### src/rtl/fgnd_track_ram.sv
// ----------------------------------------------------------------------------
// fgnd_track_ram
// Per-track sample count and write slot, one entry per track. Cleared by a
// sweep after reset; a read that meets a write to the same entry takes the
// new data.
// ----------------------------------------------------------------------------
module fgnd_track_ram #(
  parameter  int TRACKS  = 64,
  parameter  int ENTRY_W = 7,
  localparam int IDX_W   = $clog2(TRACKS)
) (
  input  logic               clk,
  input  logic               rst,
  output logic               busy,
  input  logic               re,
  input  logic [IDX_W-1:0]   raddr,
  output logic [ENTRY_W-1:0] rdata,
  input  logic               we,
  input  logic [IDX_W-1:0]   waddr,
  input  logic [ENTRY_W-1:0] wdata
);

  logic [ENTRY_W-1:0] mem [TRACKS];
  logic [IDX_W-1:0]   clr_idx;
  logic               mem_we;
  logic [IDX_W-1:0]   mem_waddr;
  logic [ENTRY_W-1:0] mem_wdata;

  always_comb begin
    mem_we    = busy || we;
    mem_waddr = busy ? clr_idx : waddr;
    mem_wdata = busy ? '0 : wdata;
  end

  always_ff @(posedge clk) begin
    if (rst) begin
      busy    <= 1'b1;
      clr_idx <= '0;
    end else if (busy) begin
      if (clr_idx == IDX_W'(TRACKS - 1)) begin
        busy <= 1'b0;
      end
      clr_idx <= clr_idx + 1'b1;
    end
  end

  always_ff @(posedge clk) begin
    if (mem_we) begin
      mem[mem_waddr] <= mem_wdata;
    end
    if (re) begin
      rdata <= (we && (waddr == raddr)) ? wdata : mem[raddr];
    end
  end

endmodule

### config.mk
export PLATFORM = sky130hd
export DESIGN_NAME = fgnd_track_ram
export DESIGN_NICKNAME = d
export VERILOG_FILES = /design/src/rtl/fgnd_track_ram.sv
export SDC_FILE = /design/constraint.sdc
export NUM_CORES = 1
export LEC_CHECK = 0
export ABC_CLOCK_PERIOD_IN_PS = 5340
export BUFFER_PORTS_ARGS = -buffer_cell sky130_fd_sc_hd__buf_2
export CAP_MARGIN = 20
export CORE_MARGIN = 2
export CORE_UTILIZATION = 55
export CTS_BUF_LIST = sky130_fd_sc_hd__clkbuf_16
export CTS_CLUSTER_SIZE = 40
export DETAILED_ROUTE_END_ITERATION = 12
export GPL_ROUTABILITY_DRIVEN = 1
export PLACE_DENSITY = 0.7
export SLEW_MARGIN = 20
export SYNTH_ARGS = -nofsm -noshare
export SYNTH_HDL_FRONTEND = slang
export SYNTH_SLANG_ARGS = --single-unit
export TNS_END_PERCENT = 30
### constraint.sdc
create_clock -name clk -period 5.34 [get_ports clk]
set_input_delay 0.267 -clock clk [delete_from_list [all_inputs] [get_ports clk]]
set_output_delay 0.267 -clock clk [all_outputs]
set_load 0.01 [all_outputs]
# Word-level counts from Yosys, hierarchy flattened
# Memories as Yosys holds them, arrays and structs flattened.
# Cells that the tools add are included.
# totals
regBits,14
mem_bits_rw,448
out_inout_bits,8
wordCells,16
memories,1
# classes
addsub,1
eq_ne,2
mux,7
n_reduce_logical,2
# mem_list
memory,depth,width,read_ports,rd_clocked_by_memory_dff,write_ports,line_no,text
mem,64,7,1,0,1,23,logic [ENTRY_W-1:0] mem [TRACKS];
# op_table
cell,n
$mux W7,2
$add A6 B1 Y6 const B,1
$eq A6 B6 Y1,1
$eq A6 B6 Y1 const B,1
$mux W6,1
$mux W1,4
$logic_and A1 B1 Y1,1
$logic_or A1 B1 Y1,1

# Longest topological paths before layout
# Gate-level depths: netlist (run 1).
# depth
word_depth,3
mapped_depth,10

# Worst setup path before layout (run 1)
# Ideal clock, no wire load.
# synth_timing
path_kind,flip-flop to flip-flop
start,reg busy
end,"mem mem[0][0], data pin"
arrival_ns,2.598
t_required_ns,4.826
slack_ns,2.227
path_stages_with_launch,5
cell_sequence,dfxtp_1 clkbuf_1 clkbuf_1 buf_1 nor2b_1
# synth_between
elab_chain_cells,1
# synth_lines
item,line_no,text
"start, declared",14,"output logic busy,"
"start signal, assigned",37,busy <= 1'b1;
"start signal, assigned",41,busy <= 1'b0;
$mux W7,32,mem_wdata = busy ? '0 : wdata;
named net mem_wdata[0],27,logic [ENTRY_W-1:0] mem_wdata;
"end, declared",23,
# The timed path passes the listed nets, and every way through them passes these cells.

# Worst setup path after layout (run 1)
# layout_timing
start,reg busy
end,mem mem[36][6] (enable)
# layout_between
elab_chain_cells,3
word_cells_on_any_way,4
# layout_lines
item,line_no,text
$logic_or A1 B1 Y1,30,mem_we = busy || we;
$mux W1,48,if (mem_we) begin
$mux W1 (implied by the code),49,mem[mem_waddr] <= mem_wdata;
# Parallel ways exist; a longest one is shown, timed or not.

==> metrics.cfg, run 1 <==
[finish]
nets = 1043
fillers = 2407
post-route-util_pct = 61.3
diodes = 0
syn2layout_area_growth_pct = 10.5
drive_gt1_share_pct = 17.5

[cts]
numCtsBuffers = 45
insertion_delay_ns = 0.54
cts_tree = built
cts_num_sinks = 462
cts_hold_buffers = 1
postCtsSetupRepairBufs = 0
path_clk_slew_ns = 0.07
cts_resized = 0
cts-root-buf = clkbuf_16
cts.path.max_buffers = 3
htreeDepth = 2

[detailed_routing]
drc = 0
drt_iter0_drc = 1103
viasPerCell = 6.16
drt_first_pass_iters = 5
vias = 9233
routed_wl_um = 40100
ant_nets = 0
post_drt_wl_per_cell_um = 26.8

[logic_synthesis]
synth_area_um2 = 18500
netlist_instances = 974
synth-compound-area-share_pct = 4.24
synthDistinctLibCells = 51
synthAdderAreaFrac_pct = 0.0678
ys_warn_count = 0
synthArstFlopShare_pct = 0
ys_ff_latch = 462
synth_edf_count = 455
synth_mux_area_share_pct = 15.0
synth_top_family_by_area = multiplexers
synthFlopType = edfxtp_1
syn_nets = 998
synthSimpleGateAreaFrac_pct = 3.63
synth_xor_area_share_pct = 0.475
syn_area_per_cell_um2 = 19.0
yosysSeqAreaShare_pct = 74.8

[setup_path]
critPathSlowestCell = nor2_1
r2r-start = busy$_SDFF_PP1_
worst_setup_path_start_kind = register
reg2reg_depth = 5
cp-end-kind = register
rr_endpoint = mem[36][6]$_DFFE_PP_
max_stage_delay_ns = 0.76
r2r_slack_ns = 2.50
cp_data_required_time_ns = 5.50
crit_arrival_ns = 3.00
path_cells = buf_4 -> inv_2 -> o22ai_1 -> nand2_1 -> nor2_1
critPathKind = reg -> reg
worst-path-max-fanout = 27

[hold_path]
holdPathEnd = rdata[1]$_DFFE_PP_
hold_class = in -> reg
worst_hold_path.num_cells = 2
min_from = wdata[1]

[timing]
fin_worst_skew_ns = 0.0136
tightestPinTransition_ns = 1.05
period_needed_ns = 2.84
hold_viol_final = 0
setup-tns-final_ns = 0
fin_crit_sh_pct = 53.3
finalSetupViolations = 0
rsz0062_at_grt = false
fmax_mhz = 352
relSlewSlack_pct = 30.2
slew_viol_final = 0

[die]
dieArea_um2 = 35000
coreArea_um2 = 33300
die_h_um = 187
start_util_pct = 55.5
io-pin-count = 31
fp.dieW_um = 187
rows = 67

[global_routing]
grt_max_degree = 90
grt_pass1_vias = 9173
grt-ovfl-total = 0
antenna_found_initial = 0
track_usage_pct = 23.3
grt_pass1_wl_um = 59700

[run_status]
status = finished clean

[job]
maxCapViolations = 0

[placement]
dp_hpwl_um = 24700
port_buffers = 30
routabilityCongestion = 0.815

[pwr]
p_per_area_nw_per_um2 = 350
p_leak_nw = 6.84
vdd_drop_max_v = 0.000214

worst max path at each step:
stage,from,end,slack [ns],depth (start not counted)
final,busy$_SDFF_PP1_,mem[36][6]$_DFFE_PP_,2.50,5
after detailed placement,raddr[0],rdata[3]$_DFFE_PP_,2.14,7
after global routing,busy$_SDFF_PP1_,mem[56][5]$_DFFE_PP_,2.36,5
after CTS,busy$_SDFF_PP1_,mem[56][0]$_DFFE_PP_,2.54,5
after floorplan,busy$_SDFF_PP1_,mem[0][0]$_DFFE_PP_,2.23,4
after global placement,raddr[0],rdata[3]$_DFFE_PP_,2.10,7
placed cells by master (no fill, tap or decap), drive strengths merged, types with 2 or more instances in the layout:
master	count
clkinvlp	2
a22o	10
edfxtp	455
a221oi	13
inv	19
o21ai	12
a21oi	8
a311oi	2
nor4	2
nand2b	6
nand2	37
a2111oi	6
nand3	5
xor2	5
mux2i	111
clkinv	20
nor2	78
nand4	3
buf	47
mux4	71
clkbuf	45
xnor2	5
a31oi	9
nor2b	16
dfxtp	7
a211oi	7
o22ai	6
a22oi	25
mux2	4
report_power, final:
group | leakage [nW] | switching [W] | internal [W] | total [W]
combinational | 1.86 | 0.000200 | 0.000135 | 0.000334
sequential | 4.30 | 0.0000124 | 0.00395 | 0.00397
clock | 0.686 | 0.00128 | 0.00157 | 0.00285
synthesized netlist by cell type (3+ instances only):
library cell	instances	share of area, %
edfxtp_1	455	74
mux2i_1	111	6.0
nor2_1	77	1.6
mux4_2	65	7.9
nand2_1	37	0.75
a22oi_1	25	1.0
buf_2	21	0.57
nor2b_1	16	0.54
a221oi_1	13	0.62
buf_4	12	0.49
clkbuf_1	12	0.24
a22o_1	10	0.47
a31oi_1	9	0.31
o21ai_0	9	0.24
a211oi_1	7	0.28
a21oi_1	7	0.19
dfxtp_1	7	0.76
a2111oi_0	6	0.28
inv_1	6	0.12
mux4_1	6	0.85
nand2b_1	6	0.20
o22ai_1	6	0.20
nand3_1	5	0.14
xnor2_1	5	0.24
xor2_1	5	0.24
mux2_2	4	0.24
buf_6	3	0.18
nand4_1	3	0.10
o21ai_1	3	0.081
logic make-up (layout without fill, tap and decap cells):
logic type	count (synthesis)	after routing
DFF	462	462
muxes	186	186
and+or+nand+nor	152	152
AOI/OAI and AO/OA	106	106
buffers and inverters	57	135
xor gates and xnor gates	10	10
adders and majority gates	1	1
flip-flops by register name, summed over array words and instances, names as in the netlist:
| register | flops |
|---|---|
| rdata | 7 |
| busy | 1 |
| mem | 448 |
| clr_idx | 6 |
final cells by class:
class,count,area (µm²),area share [%]
Timing Repair Buffer,48,309,1.52
Inverter,7,26.3,0.129
Sequential cell,462,13800,67.7
Clock buffer,45,1130,5.52
Tap cell,448,561,2.75
Clock inverter,35,180,0.883
Multi-Input combinational cell,455,4390,21.5
metrics by stage:
step           cell area, µm²  std cells  hold slack [ns]  setup WS, ns  total power, W
2_1_floorplan           18500        974            0.336          2.23         0.00427
3_3_place_gp            19100       1419            0.515          2.10         0.00437
3_5_place_dp            19100       1419            0.536          2.14         0.00437
4_1_cts                 20400       1500           0.0579          2.54         0.00718
5_1_grt                 20400       1500           0.0660          2.36         0.00733
6_report                20400       1500           0.0804          2.50         0.00715
critical path, delay by kind of cell, from the launching register on:
| family | cells | cell delay [ns] |
|---|---|---|
| simple gates | 2 | 1.20 |
| flops | 1 | 0.32 |
| buf+inv | 2 | 0.54 |
| compound gates | 1 | 0.39 |
metal layers:
metal | wire [µm] | track usage [%]
met5 | 0 | 0
met4 | 790 | 6.01
met3 | 2640 | 3.81
met2 | 20000 | 38.3
met1 | 16700 | 33.0
Power figures use the tool's default switching activity.
==> inputs of run 2 (changes only) <==
--- a/config.mk
+++ b/config.mk
@@ -5,7 +5,8 @@
 export SDC_FILE = /design/constraint.sdc
 export NUM_CORES = 1
 export LEC_CHECK = 0
-export ABC_CLOCK_PERIOD_IN_PS = 5340
+export ABC_AREA = 1
+export ABC_CLOCK_PERIOD_IN_PS = 2400
 export BUFFER_PORTS_ARGS = -buffer_cell sky130_fd_sc_hd__buf_2
 export CAP_MARGIN = 20
 export CORE_MARGIN = 2
@@ -14,7 +15,7 @@
 export CTS_CLUSTER_SIZE = 40
 export DETAILED_ROUTE_END_ITERATION = 12
 export GPL_ROUTABILITY_DRIVEN = 1
-export PLACE_DENSITY = 0.7
+export PLACE_DENSITY = 0.73
 export SLEW_MARGIN = 20
 export SYNTH_ARGS = -nofsm -noshare
 export SYNTH_HDL_FRONTEND = slang
==> constraint.sdc (replaced) <==
create_clock -name clk -period 2.4 [get_ports clk]
set_input_delay 0.12 -clock clk [delete_from_list [all_inputs] [get_ports clk]]
set_output_delay 0.12 -clock clk [all_outputs]
set_load 0.01 [all_outputs]
==> run 2 against run 1 <==
Combinational power increased to 3.0 times the previous value. First-iteration DRC count increased by 53%. Maximum frequency increased by 30%. Clock skew increased by 0.0026 ns. Synthesized cell count increased by 72%. Largest cell class unchanged. Highest routed layer unchanged.
==> metrics.cfg, run 2 <==
[run_status]
status = finished clean

[cts]
cts_num_sinks = 462
cts.path.max_buffers = 3
htreeDepth = 2
numCtsBuffers = 45
cts_tree = built
path_clk_slew_ns = 0.06
cts-root-buf = clkbuf_16
insertion_delay_ns = 0.56

[placement]
place_area_um2 = 20100
routabilityCongestion = 0.907
dp_hpwl_um = 26800
place_ws_ns = 0.248
port_buffers = 30

[finish]
largest_reg_flops = 448
regMostFlops = mem
final_common_cell = nand2_1
top_regs = mem (448), rdata (7), clr_idx (6)
diodes = 0
nets = 1759
drive_gt1_share_pct = 10.6
fillers = 2525
final_cell_area_um2 = 21700
syn2layout_area_growth_pct = 13.5
mostFrequentLayoutCells = nand2_1 (556), edfxtp_1 (455), nand3_1 (409)

[die]
die_h_um = 190
dieArea_um2 = 36200
fp.dieW_um = 190
start_util_pct = 55.6
rows = 68
io-pin-count = 31
coreArea_um2 = 34400

[logic_synthesis]
synthArstFlopShare_pct = 0
yosys.area.top_type = edfxtp_1
post-synth-top-count-cell = nand2_1
synthDistinctLibCells = 27
synthFlopType = edfxtp_1
netlist_instances = 1673
syn_area_per_cell_um2 = 11.4
syn_nets = 1697
synth_area_leaders = edfxtp_1 (72%), nand2_1 (11%), nand3_1 (11%)
ys_warn_count = 0
yosysTopAreaCellShare_pct = 71.6
yosysSeqAreaShare_pct = 72.3
synth_edf_count = 455
yosys-top-cells-count = nand2_1 (556), edfxtp_1 (455), nand3_1 (409)
synth_area_um2 = 19100
ys_ff_latch = 462

[hold_path]
hold_class = in -> reg

[global_routing]
grt_pass1_wl_um = 70700
track_usage_pct = 26.0
grt_pass1_vias = 12600
grt-ovfl-total = 0
grt_max_degree = 115
antenna_found_initial = 0

[detailed_routing]
ant_nets = 0
viasPerCell = 5.83
drc = 0
drt_iter0_drc = 1693
routed_wl_um = 46300
vias = 13000
drt_first_pass_iters = 5
post_drt_wl_per_cell_um = 20.8

[timing]
tightestPinTransition_ns = 0.735
rsz0062_at_grt = false
fin_worst_skew_ns = 0.0162
fin_crit_sh_pct = 91.1
worst_slack_ns = 0.214
setup-tns-final_ns = 0
relSlewSlack_pct = 51.0
worst_hold_slack_ns = 0.137
period_needed_ns = 2.19
finalSetupViolations = 0
slew_viol_final = 0
fmax_mhz = 458
hold_viol_final = 0

[pwr]
p_clk_share_pct = 41.0
p_sw_share_pct = 21.7
seqPwrFrac_pct = 53.0
p_per_area_nw_per_um2 = 766
finalPower_w = 0.0166
p_sw_w = 0.00360
comb_power_share_pct = 6.0
p_leak_nw = 8.01
vdd_drop_max_v = 0.000557
p_int_w = 0.0130

[setup_path]
critPathKind = reg -> reg
worst-path-max-fanout = 8
worst_setup_path_start_kind = register
cp_data_required_time_ns = 2.59
crit_arrival_ns = 2.37
cp-end-kind = register

[job]
maxCapViolations = 0

-- run 2: changes by cell type in the layout (fill, tap and decap cells not counted), moves of 9 or more --
| cell | previous run | this run |
|---|---|---|
| mux4_2 | 65 | 0 |
| nand3_1 | 5 | 409 |
| inv_1 | 18 | 30 |
| a22o_1 | 10 | 0 |
| nor2b_1 | 11 | 0 |
| buf_12 | 1 | 15 |
| buf_4 | 17 | 61 |
| a221oi_1 | 13 | 1 |
| a31oi_1 | 9 | 0 |
| a22oi_1 | 25 | 0 |
| mux2i_1 | 111 | 0 |
| nand2_1 | 37 | 556 |
-- run 2: area by class of cell --
class | count | area, µm² | area share [%]
Sequential cell | 462 | 13800 | 63.7
Tap cell | 455 | 569 | 2.63
Timing Repair Buffer | 114 | 1000 | 4.61
Inverter | 29 | 115 | 0.531
Clock buffer | 46 | 1150 | 5.31
Multi-Input combinational cell | 1083 | 4750 | 21.9
Clock inverter | 37 | 287 | 1.32
-- run 2: power groups by stage --
| stage | sequential (W) | combinational (W) | clock, W |
|---|---|---|---|
| floorplan | 0.00898 | 0.000604 | 0 |
| global placement | 0.00898 | 0.000943 | 0 |
| detailed placement | 0.00898 | 0.000961 | 0 |
| CTS | 0.00881 | 0.000981 | 0.00688 |
| global route | 0.00881 | 0.00108 | 0.00717 |
| finish | 0.00881 | 0.000997 | 0.00680 |
-- run 2: final timing paths --
kind / from / end / slack (ns) / cells past startpoint
worst max-delay path: busy$_SDFF_PP1_ / mem[59][3]$_DFFE_PP_ / 0.21 / 7
worst min-delay path: raddr[5] / rdata[1]$_DFFE_PP_ / 0.14 / 5
worst max register to register: busy$_SDFF_PP1_ / mem[59][3]$_DFFE_PP_ / 0.21 / 7
worst min register to register: clr_idx[1]$_SDFFE_PP0P_ / clr_idx[1]$_SDFFE_PP0P_ / 0.52 / 2
-- run 2: routing by layer --
| metal | GRT usage (%) | routed length (µm) |
|---|---|---|
| met1 | 35.3 | 18000 |
| met2 | 41.4 | 21900 |
| met3 | 5.02 | 4590 |
| met4 | 11.0 | 1840 |
| met5 | 0 | 0 |
-- run 2: stage by stage --
| stage | util (%) | instances |
|---|---|---|
| 6_report | 63.1 | 2226 |
| 5_1_grt | 63.1 | 2226 |
| 4_1_cts | 63.0 | 2226 |
| 3_5_place_dp | 58.6 | 2134 |
| 3_3_place_gp | 58.6 | 2134 |
| 2_1_floorplan | - | 1673 |
-- run 2: worst max-delay path, stage by stage (launching register included) --
cell	delay [ns]
dfxtp_1	0.32
buf_4	0.16
nand2_1	0.08
nand2_1	0.18
inv_1	0.21
nand4_1	0.12
buf_4	0.24
nor2_1	0.53
-- run 2: kinds of logic (layout without fill, tap and decap cells) --
| family | after synthesis | count (layout) | synth area share, % |
|---|---|---|---|
| AO/OA/AOI/OAI | 17 | 17 | 0.564 |
| XOR/XNOR | 1 | 1 | 0.0459 |
| adder cells (fa/ha/maj) | 1 | 1 | 0.0655 |
| buffers and inverters | 128 | 226 | 3.13 |
| flip-flops | 462 | 462 | 72.3 |
| AND/OR/NAND/NOR | 1064 | 1064 | 23.9 |
-- run 2: what timing repair did --
item                                   CTS  global route
setup endpoints to repair                0             7
gates resized for setup                  0             1
endpoints found under the hold margin   21             0
hold buffers                             9             0
setup buffers                            0             0
