==> src/rtl/fgnd_pkg.sv <==
// ----------------------------------------------------------------------------
// fgnd_pkg
// Shared types and constants of the feature gallery nearest-distance block:
// beat payloads, control group between stages, register codes.
// ----------------------------------------------------------------------------
package fgnd_pkg;

  localparam int TRACK_W    = 6;
  localparam int VALUE_W    = 16;
  localparam int DIST_W     = 40;
  localparam int BUDGET_W   = 4;
  localparam int LEN_W      = 8;
  localparam int CFG_ADDR_W = 3;
  localparam int CFG_DATA_W = 32;

  localparam logic [DIST_W-1:0]   DIST_SAT     = '1;
  localparam logic [BUDGET_W-1:0] BUDGET_RESET = 4'd8;
  localparam logic [LEN_W-1:0]    LEN_RESET    = 8'd128;
  localparam logic                FUNC_QUERY   = 1'b1;

  typedef enum logic {
    REG_BUDGET      = 1'b0,
    REG_FEATURE_LEN = 1'b1
  } cfg_reg_t;

  typedef struct packed {
    logic                       func;
    logic [TRACK_W-1:0]         track;
    logic signed [VALUE_W-1:0]  value;
  } feat_t;

  typedef struct packed {
    logic [TRACK_W-1:0] track_out;
    logic [DIST_W-1:0]  near_dist;
    logic               empty_res;
  } dist_t;

  typedef struct packed {
    logic               valid;
    logic               first;
    logic               last;
    logic [TRACK_W-1:0] track;
  } lane_ctl_t;

endpackage

==> src/rtl/fgnd_cfg.sv <==
// ----------------------------------------------------------------------------
// fgnd_cfg
// APB-style register file: sample budget and feature length.
// ----------------------------------------------------------------------------
module fgnd_cfg (
  input  logic                            clk,
  input  logic                            rst,
  input  logic                            psel,
  input  logic                            penable,
  input  logic                            pwrite,
  input  logic [fgnd_pkg::CFG_ADDR_W-1:0] paddr,
  input  logic [fgnd_pkg::CFG_DATA_W-1:0] pwdata,
  output logic [fgnd_pkg::CFG_DATA_W-1:0] prdata,
  output logic                            pready,
  output logic [fgnd_pkg::BUDGET_W-1:0]   budget,
  output logic [fgnd_pkg::LEN_W-1:0]      feature_len
);
  import fgnd_pkg::*;

  cfg_reg_t sel;
  logic     wr;

  assign sel    = cfg_reg_t'(paddr[CFG_ADDR_W-1:2]);
  assign pready = 1'b1;
  assign wr     = psel && penable && pwrite;

  always_ff @(posedge clk) begin
    if (rst) begin
      budget      <= BUDGET_RESET;
      feature_len <= LEN_RESET;
    end else if (wr) begin
      case (sel)
        REG_BUDGET:      budget      <= pwdata[BUDGET_W-1:0];
        REG_FEATURE_LEN: feature_len <= pwdata[LEN_W-1:0];
        default: ;
      endcase
    end
  end

  always_comb begin
    case (sel)
      REG_BUDGET:      prdata = CFG_DATA_W'(budget);
      REG_FEATURE_LEN: prdata = CFG_DATA_W'(feature_len);
      default:         prdata = '0;
    endcase
  end

endmodule

==> config.mk <==
export PLATFORM = sky130hd
export DESIGN_NAME = fgnd_cfg
export DESIGN_NICKNAME = d
export VERILOG_FILES = /design/src/rtl/fgnd_pkg.sv /design/src/rtl/fgnd_cfg.sv
export SDC_FILE = /design/constraint.sdc
export NUM_CORES = 1
export LEC_CHECK = 0
export BUFFER_PORTS_ARGS = -buffer_cell sky130_fd_sc_hd__clkbuf_2
export CAP_MARGIN = 15
export CORE_ASPECT_RATIO = 1.25
export CORE_UTILIZATION = 31
export DETAILED_ROUTE_END_ITERATION = 12
export PLACE_DENSITY_LB_ADDON = 0.1
export SYNTH_ARGS = -nofsm -noshare
export SYNTH_HDL_FRONTEND = slang
export SYNTH_SLANG_ARGS = --single-unit
==> constraint.sdc <==
create_clock -name clk -period 0.8 [get_ports clk]
set_input_delay 0.08 -clock clk [delete_from_list [all_inputs] [get_ports clk]]
set_output_delay 0.08 -clock clk [all_outputs]
set_load 0.05 [all_outputs]
After elaboration in Yosys (flattened, before gate mapping)
Cells that the tools add are included.
{ "word_totals": {"latch_bits": 0, "in_bits": 40, "mem_count": 0, "register_bits": 12, "wordCells": 8, "output_inout_bits": 45, "mem_bits_ro": 0, "mem_bits_rw": 0} }
{ "op_classes": {"n_div": 0, "eq_ne": 0, "n_reduce_logical": 4, "add_sub_neg": 0, "order_cmp": 0, "multipliers": 0, "bitwise": 1, "muxes": 1, "shift": 0} }
{ "ops": {"columns": ["operator", "count"], "rows": [
  ["$pmux W32 S2", 1],
  ["$reduce_and A2 Y1", 2],
  ["$logic_and A1 B1 Y1", 2],
  ["$not A1 Y1", 1]
]} }

Depth between registers and ports, before layout
Gate-level depths: netlist of run 1.
{ "logic_depth": {"word_depth": 3, "mapped_depth": 4, "depth_no_buf": 2} }

Worst setup path after synthesis of run 1
No wires, ideal clock.
{ "synth_path": {"kind": "register to output", "start": "register feature_len[0] (netlist bit)", "end": "output prdata[0] (netlist bit)", "t_arrival_ns": 1.049, "required_time_ns": 0.720, "setup_slack_ns": -0.329, "stages_incl_launch_ff": 2, "n_path_buf": 0, "path_cell_list": "dfxtp_1 -> mux2_2"} }
{ "synth_between": {"elab_chain_cells": 1} }
{ "synth_rtl": {"columns": ["item", "line_no", "rtl"], "rows": [
  ["from (decl)", "fgnd_cfg.sv:16", "output logic [fgnd_pkg::LEN_W-1:0] feature_len"],
  ["from (signal assigned)", "fgnd_cfg.sv:34", "REG_FEATURE_LEN: feature_len <= pwdata[LEN_W-1:0];"],
  ["$pmux W32 S2", "fgnd_cfg.sv:41", "case (sel)"],
  ["to (decl)", "fgnd_cfg.sv:13", "output logic [fgnd_pkg::CFG_DATA_W-1:0] prdata,"]
]} }
Every way passes these cells. The select of a mux whose other input is x is not followed.

Final worst setup path of run 1
{ "layout_path": {"start": "register budget[3] (netlist bit)", "end": "output prdata[3] (netlist bit)"} }
{ "layout_between": {"elab_chain_cells": 1} }
{ "layout_rtl": {"columns": ["item", "line_no", "rtl"], "rows": [
  ["from (decl)", "fgnd_cfg.sv:15", "output logic [fgnd_pkg::BUDGET_W-1:0] budget,"],
  ["from (signal assigned)", "fgnd_cfg.sv:33", "REG_BUDGET: budget <= pwdata[BUDGET_W-1:0];"],
  ["$pmux W32 S2", "fgnd_cfg.sv:41", null]
]} }
Every way passes these cells. The select of a mux whose other input is x is not followed.

==> load_flow_metrics.sql, run 1 <==
INSERT INTO impl_metrics (metric_group, metric, value, unit) VALUES
('place', 'dp_hpwl', '1.16', 'mm'),
('min_path', 'hold-path-cell-count', '3', ''),
('global_route', 'grt_start_max_net_pins', '22', ''),
('die', 'rows', '20', ''),
('timing', 'clock_skew', '0', 'ns'),
('cts', 'root_buffer', 'sky130_fd_sc_hd__clkbuf_4', ''),
('synth', 'post_synthesis_cell_type_count', '13', ''),
('synth', 'postSynthAreaPerCell', '9.60', 'um2'),
('timing', 'period_needed', '1.12', 'ns'),
('timing', 'grt_setup_unrepaired', 'true', ''),
('critical_path', 'capture_point_of_the_worst_path', 'prdata[3]', ''),
('die', 'die_height', '59.7', 'um'),
('synth', 'synthesized_instance_count', '86', ''),
('timing', 'finalMaxSlewViolations', '0', ''),
('outcome', 'run_status', 'complete, but fails checks', ''),
('cts', 'cts-hold-fix-buffers', '0', ''),
('detailed_routing', 'viasPerCell', '3.90', ''),
('critical_path', 'cp-startpoint', 'budget[3]$_SDFFE_PP1P_', ''),
('cts', 'cts_buffer_depth', '2', ''),
('critical_path', 'cp.buffers_inverters', '1', ''),
('timing', 'report.final.hold_viol_count', '0', ''),
('final_layout', 'post_route_cells_drive_above_1_share', '56.7', '%'),
('critical_path', 'cpPeakStageDelay', '0.34', 'ns'),
('final_layout', 'synthToLayoutAreaGrowth', '75.3', '%'),
('critical_path', 'reg2regPathDepth', '5', ''),
('timing', 'max_freq', '890', 'MHz'),
('detailed_routing', 'ant_nets', '0', ''),
('synth', 'synth-seq-area-share', '29.1', '%'),
('pwr', 'p_leak', '0.698', 'nW'),
('detailed_routing', 'routed_wl', '1.76', 'mm'),
('cts', 'cts.sinks', '12', ''),
('die', 'ioPinCount', '85', ''),
('detailed_routing', 'drt-pass1-iter-count', '4', ''),
('global_route', 'wire_length_of_the_first_global_routing_pass', '2.68', 'mm'),
('place', 'portBuffers', '33', ''),
('min_path', 'hold_path_class', 'in2reg', ''),
('die', 'die-width', '48.2', 'um'),
('critical_path', 'startpoint_type', 'flip-flop', ''),
('pwr', 'power', '1.60', 'mW'),
('critical_path', 'crit_end_element', 'primary output', ''),
('global_route', 'grt_antenna_before_repair', '0', ''),
('cts', 'worstSkewPairLatency', '0.27', 'ns'),
('detailed_routing', 'post-route-drc-count', '0', ''),
('timing', 'timing.final.crit_share', '140', '%'),
('cts', 'cts_tree', 'yes', ''),
('critical_path', 'rr_startpoint', 'budget[1]$_SDFFE_PP0P_', ''),
('critical_path', 'worstSetupPathType', 'reg2out', ''),
('detailed_routing', 'post_drt_wl_per_cell', '10.5', 'um'),
('detailed_routing', 'dr.first_iter.drc_count', '9', ''),
('synth', 'ys.warnings.count', '0', ''),
('timing', 'finalSetupViolCount', '21', ''),
('timing', 'whs', '0.0266', 'ns'),
('final_layout', 'antenna_cells_inserted', '0', ''),
('critical_path', 'critPathRequiredTime', '0.72', 'ns'),
('cts', 'clk_pin_slew', '0.08', 'ns'),
('cts', 'ctsHtreeMaxLevel', '1', ''),
('global_route', 'grt_pass1_vias', '597', ''),
('timing', 'setup_ws', '-0.323', 'ns'),
('critical_path', 'crit_path_cell_trace', 'mux2_4 > buf_8', ''),
('cts', 'cts-buffers-inserted', '3', ''),
('synth', 'ys_ff_latch', '12', ''),
('final_layout', 'final_core_utilization', '58.4', '%'),
('die', 'initial_utilization', '33.3', '%'),
('detailed_routing', 'routed-via-count', '651', ''),
('pwr', 'p_per_area', '1110', 'nW/um2'),
('critical_path', 'critical_path_arrival', '1.04', 'ns'),
('die', 'design.die.area', '2880', 'um2'),
('outcome', 'failing_checks', 'setup timing', ''),
('run', 'drv_cap', '0', ''),
('global_route', 'gr-total-overflow', '0', ''),
('critical_path', 'critPathMaxFanout', '2', ''),
('global_route', 'groute.usage.overall', '13.6', '%'),
('pwr', 'irDropWorstVdd', '0.786', 'mV'),
('critical_path', 'timing.critical_path.depth', '2', ''),
('critical_path', 'worstReg2RegEnd', 'budget[1]$_SDFFE_PP0P_', ''),
('synth', 'syn-cell-area', '826', 'um2'),
('final_layout', 'fin_nets', '175', ''),
('critical_path', 'crit_slowest_cell', 'sky130_fd_sc_hd__dfxtp_4', ''),
('place', 'gp_congestion', '0.663', ''),
('critical_path', 'timing.reg2reg.setup_slack', '-0.11', 'ns'),
('critical_path', 'path_delay_family', 'flip-flops', ''),
('die', 'core_area', '2480', 'um2');
## timing repair
item,CTS,global route
resized for setup,54,17
pin swaps,0,1
setup endpoints to repair,20,23
setup buffers,0,6
## synthesized netlist by cell type, drive strengths merged
master	count	area, um2
clkbuf	2	7.51
nand2b	17	106
nand4b	1	23.8
buf	27	219
conb	2	7.51
and2	4	30.0
nor2	4	15.0
mux2i	12	120
mux2	4	45.0
and4	1	11.3
dfxtp	12	240
## cell usage in the layout, fill, tap and decap left out
master and instances:
sky130_fd_sc_hd__mux2_4 4, sky130_fd_sc_hd__clkinv_1 1, sky130_fd_sc_hd__nand2b_1 17, sky130_fd_sc_hd__nor2_1 3, sky130_fd_sc_hd__clkbuf_16 10, sky130_fd_sc_hd__buf_4 8
sky130_fd_sc_hd__nor2_2 1, sky130_fd_sc_hd__buf_8 10, sky130_fd_sc_hd__mux2i_1 12, sky130_fd_sc_hd__buf_6 9, sky130_fd_sc_hd__conb_1 25, sky130_fd_sc_hd__dfxtp_4 12
sky130_fd_sc_hd__clkbuf_2 12, sky130_fd_sc_hd__and2_4 4, sky130_fd_sc_hd__nand4b_4 1, sky130_fd_sc_hd__clkbuf_4 3, sky130_fd_sc_hd__buf_2 1, sky130_fd_sc_hd__and4_4 1
## how the worst min path moves through the flow
stage	startpoint	endpoint	slack [ns]
2_1_floorplan	pwdata[4]	feature_len[4]$_SDFFE_PP0P_	0.22
3_3_place_gp	pwdata[5]	feature_len[5]$_SDFFE_PP0P_	0.32
3_5_place_dp	pwdata[4]	feature_len[4]$_SDFFE_PP0P_	0.32
4_1_cts	pwdata[4]	feature_len[4]$_SDFFE_PP0P_	0.02
5_1_grt	pwdata[4]	feature_len[4]$_SDFFE_PP0P_	0.04
6_report	pwdata[4]	feature_len[4]$_SDFFE_PP0P_	0.03
## flip-flops by register name, indices dropped and copies added (netlist names)
register / flops
feature_len: 8
budget: 4
## cell type report
class	count	area (um2)
Timing Repair Buffer	50	627
Multi-Input combinational cell	68	468
Tap cell	33	41.3
Sequential cell	12	285
Fill cell	232	1030
Clock inverter	1	3.75
Clock buffer	3	22.5
## metal layers
metal	vias to the layer above	GRT usage (%)	part of all wire, %
li1	319	-	-
met1	297	15.1	38
met2	30	21.9	55
met3	5	3.63	5.2
met4	0	8.33	2.4
met5	-	0	0
## cell families after synthesis
| logic type | after synthesis | synth area share, % |
|---|---|---|
| simple gates | 27 | 22.6 |
| flops | 12 | 29.1 |
| other cells | 2 | 0.909 |
| mux | 16 | 20.0 |
| buf+inv | 29 | 27.4 |
## worst min-delay path: cells and delay by family
kind,cells,cell delay [ns]
multiplexers,1,0.06
AND/OR/NAND/NOR,1,0.05
buffers and inverters,1,0.08
## stage by stage
stage / TNS (ns) / instances / setup WS, ns / area, um2
after floorplan: -0.120 / 109 / -0.0299 / 977
after global placement: -2.95 / 157 / -0.222 / 1040
after detailed placement: -3.37 / 157 / -0.239 / 1040
after CTS: -4.30 / 161 / -0.354 / 1370
after global routing: -5.03 / 167 / -0.357 / 1450
final: -4.38 / 167 / -0.323 / 1450
## report_power, final
| group | switching, mW | internal, mW |
|---|---|---|
| Clock | 0.206 | 0.181 |
| Sequential | 0.00980 | 0.579 |
| Combinational | 0.433 | 0.193 |
(Power assumes the default switching activity.)
==> inputs of run 2 (changes only) <==
--- a/config.mk
+++ b/config.mk
@@ -11,6 +11,7 @@
 export CORE_UTILIZATION = 31
 export DETAILED_ROUTE_END_ITERATION = 12
 export PLACE_DENSITY_LB_ADDON = 0.1
+export SETUP_SLACK_MARGIN = 0.2
 export SYNTH_ARGS = -nofsm -noshare
 export SYNTH_HDL_FRONTEND = slang
 export SYNTH_SLANG_ARGS = --single-unit
==> run 2 against run 1 <==
The flow still finishes with violations (setup timing). Die area unchanged. Final cell count down 1.2%. Critical path depth stayed put. Critical endpoint is now prdata[1]. Flip-flop and latch count stayed put. Non-clock buffer count decreased by 2. Clock skew unchanged. Largest cell class unchanged. Utilization increased by 2.1 points. Setup slack hardly changed. Clock power hardly changed. Cell area grew 3.5%.
==> load_flow_metrics.sql, run 2 (same netlist as run 1, synthesis figures left out) <==
INSERT INTO impl_metrics (metric_group, metric, value, unit) VALUES
('final_layout', 'largest_register_ff_count', '8', ''),
('min_path', 'hold_path_class', 'in2reg', ''),
('place', 'dp_hpwl', '1.17', 'mm'),
('critical_path', 'cpPeakStageDelay', '0.35', 'ns'),
('final_layout', 'post_route_cells_drive_above_1_share', '59.1', '%'),
('critical_path', 'cp.buffers_inverters', '1', ''),
('timing', 'grt_setup_unrepaired', 'true', ''),
('detailed_routing', 'viasPerCell', '3.95', ''),
('cts', 'cts.sinks', '12', ''),
('timing', 'report.final.hold_viol_count', '0', ''),
('final_layout', 'final_cells', '165', ''),
('detailed_routing', 'dr.first_iter.drc_count', '2', ''),
('die', 'core_area', '2480', 'um2'),
('timing', 'finalSetupViolCount', '21', ''),
('die', 'ioPinCount', '85', ''),
('timing', 'timing.final.crit_share', '140', '%'),
('cts', 'cts-hold-fix-buffers', '0', ''),
('final_layout', 'registers.top_by_ff_count', 'feature_len', ''),
('global_route', 'groute.usage.overall', '13.3', '%'),
('die', 'die-width', '48.2', 'um'),
('critical_path', 'critPathRequiredTime', '0.72', 'ns'),
('timing', 'finalMaxSlewViolations', '0', ''),
('detailed_routing', 'post-route-drc-count', '0', ''),
('final_layout', 'layout_top_registers', 'feature_len (8), budget (4)', ''),
('final_layout', 'antenna_cells_inserted', '0', ''),
('critical_path', 'path_delay_family', 'flip-flops', ''),
('critical_path', 'worstSetupPathType', 'reg2out', ''),
('cts', 'worstSkewPairLatency', '0.26', 'ns'),
('pwr', 'irDropWorstVdd', '0.684', 'mV'),
('timing', 'setup_ws', '-0.323', 'ns'),
('global_route', 'wire_length_of_the_first_global_routing_pass', '2.70', 'mm'),
('timing', 'period_needed', '1.12', 'ns'),
('cts', 'clk_pin_slew', '0.08', 'ns'),
('detailed_routing', 'routed-via-count', '652', ''),
('pwr', 'power', '1.61', 'mW'),
('global_route', 'grt_start_max_net_pins', '22', ''),
('final_layout', 'layout_common_cells', 'sky130_fd_sc_hd__conb_1, sky130_fd_sc_hd__nand2b_1', ''),
('critical_path', 'crit_path_cell_trace', 'mux2_4 > buf_8', ''),
('detailed_routing', 'routed_wl', '1.64', 'mm'),
('cts', 'ctsHtreeMaxLevel', '1', ''),
('cts', 'cts_buffer_depth', '2', ''),
('pwr', 'p_leak', '0.719', 'nW'),
('timing', 'max_freq', '890', 'MHz'),
('die', 'design.die.area', '2880', 'um2'),
('detailed_routing', 'ant_nets', '0', ''),
('pwr', 'p_per_area', '1080', 'nW/um2'),
('die', 'die_height', '59.7', 'um'),
('critical_path', 'timing.reg2reg.setup_slack', '0', 'ns'),
('cts', 'root_buffer', 'sky130_fd_sc_hd__clkbuf_4', ''),
('run', 'drv_cap', '0', ''),
('global_route', 'gr-total-overflow', '0', ''),
('final_layout', 'synthToLayoutAreaGrowth', '81.5', '%'),
('cts', 'cts-buffers-inserted', '3', ''),
('outcome', 'run_status', 'complete, but fails checks', ''),
('critical_path', 'startpoint_type', 'flip-flop', ''),
('critical_path', 'crit_slowest_cell', 'sky130_fd_sc_hd__dfxtp_4', ''),
('detailed_routing', 'drt-pass1-iter-count', '2', ''),
('global_route', 'grt_antenna_before_repair', '0', ''),
('place', 'portBuffers', '33', ''),
('detailed_routing', 'post_drt_wl_per_cell', '9.94', 'um'),
('final_layout', 'multi_input_comb_area', '503', 'um2'),
('final_layout', 'final_core_utilization', '60.5', '%'),
('final_layout', 'fill_cells', '217', ''),
('final_layout', 'regArea', '285', 'um2'),
('final_layout', 'fin_nets', '173', ''),
('global_route', 'grt_pass1_vias', '626', ''),
('timing', 'timing.setup.tns', '-4.06', 'ns'),
('place', 'dpl_worst_slack', '-0.204', 'ns'),
('place', 'number_of_instances_in_the_placed_design', '157', ''),
('timing', 'whs', '0.0352', 'ns'),
('timing', 'clock_skew', '0', 'ns'),
('critical_path', 'crit_end_element', 'primary output', ''),
('final_layout', 'postLayoutCellArea', '1500', 'um2'),
('outcome', 'failing_checks', 'setup timing', ''),
('cts', 'cts_tree', 'yes', ''),
('critical_path', 'critical_path_arrival', '1.04', 'ns'),
('place', 'gp_congestion', '0.623', ''),
('die', 'initial_utilization', '33.3', '%'),
('critical_path', 'critPathMaxFanout', '2', ''),
('final_layout', 'layout_commonest_cell', 'sky130_fd_sc_hd__conb_1', ''),
('die', 'rows', '20', ''),
('place', 'placed_cell_area', '1040', 'um2');
[run 2: cell types whose count changed in the layout (fill, tap and decap cells not counted)]
| cell | previous run | this run |
|---|---|---|
| sky130_fd_sc_hd__nand2b_4 | 0 | 4 |
| sky130_fd_sc_hd__clkbuf_16 | 10 | 12 |
| sky130_fd_sc_hd__buf_4 | 8 | 3 |
| sky130_fd_sc_hd__nor2_4 | 0 | 1 |
| sky130_fd_sc_hd__nor2_2 | 1 | 0 |
| sky130_fd_sc_hd__buf_6 | 9 | 12 |
| sky130_fd_sc_hd__nand2b_1 | 17 | 13 |
| sky130_fd_sc_hd__buf_8 | 10 | 8 |
[run 2: layout make-up]
cell class,instances,share of cell area [%]
timing repair buffer,48,42.9
clock buffer,3,1.50
multi-input combinational,68,33.6
sequential,12,19.0
tap,33,2.75
clock inverter,1,0.250
[run 2: repair_timing]
item,4_1_cts,5_1_grt
setup buffers,2,2
hold endpoints to repair,0,0
endpoints found under the setup margin,32,32
gates resized for setup,60,19
pin swaps,1,1
[run 2: tightest hold or removal path: stages]
cell,delay (ns)
sky130_fd_sc_hd__clkbuf_2,0.08
sky130_fd_sc_hd__nand2b_1,0.05
sky130_fd_sc_hd__mux2i_1,0.06
[run 2: power breakdown]
| group | switching [mW] | internal (mW) |
|---|---|---|
| clock | 0.204 | 0.180 |
| sequential | 0.0107 | 0.579 |
| combinational | 0.435 | 0.204 |
[run 2: worst paths after layout]
path,start,endpoint,depth (start not counted)
max,budget[1]$_SDFFE_PP0P_,prdata[1],2
min,pwdata[5],feature_len[5]$_SDFFE_PP0P_,3
max reg2reg,budget[3]$_SDFFE_PP1P_,budget[3]$_SDFFE_PP1P_,4
min reg2reg,feature_len[4]$_SDFFE_PP0P_,feature_len[4]$_SDFFE_PP0P_,2
[run 2: routing by layer]
layer / GRT usage, % / up-vias / share of wire, %
met5: 0 / - / 0
met4: 4.76 / 0 / 0
met3: 3.63 / 0 / 5.7
met2: 22.7 / 31 / 59
met1: 15.2 / 303 / 35
li1: - / 318 / -
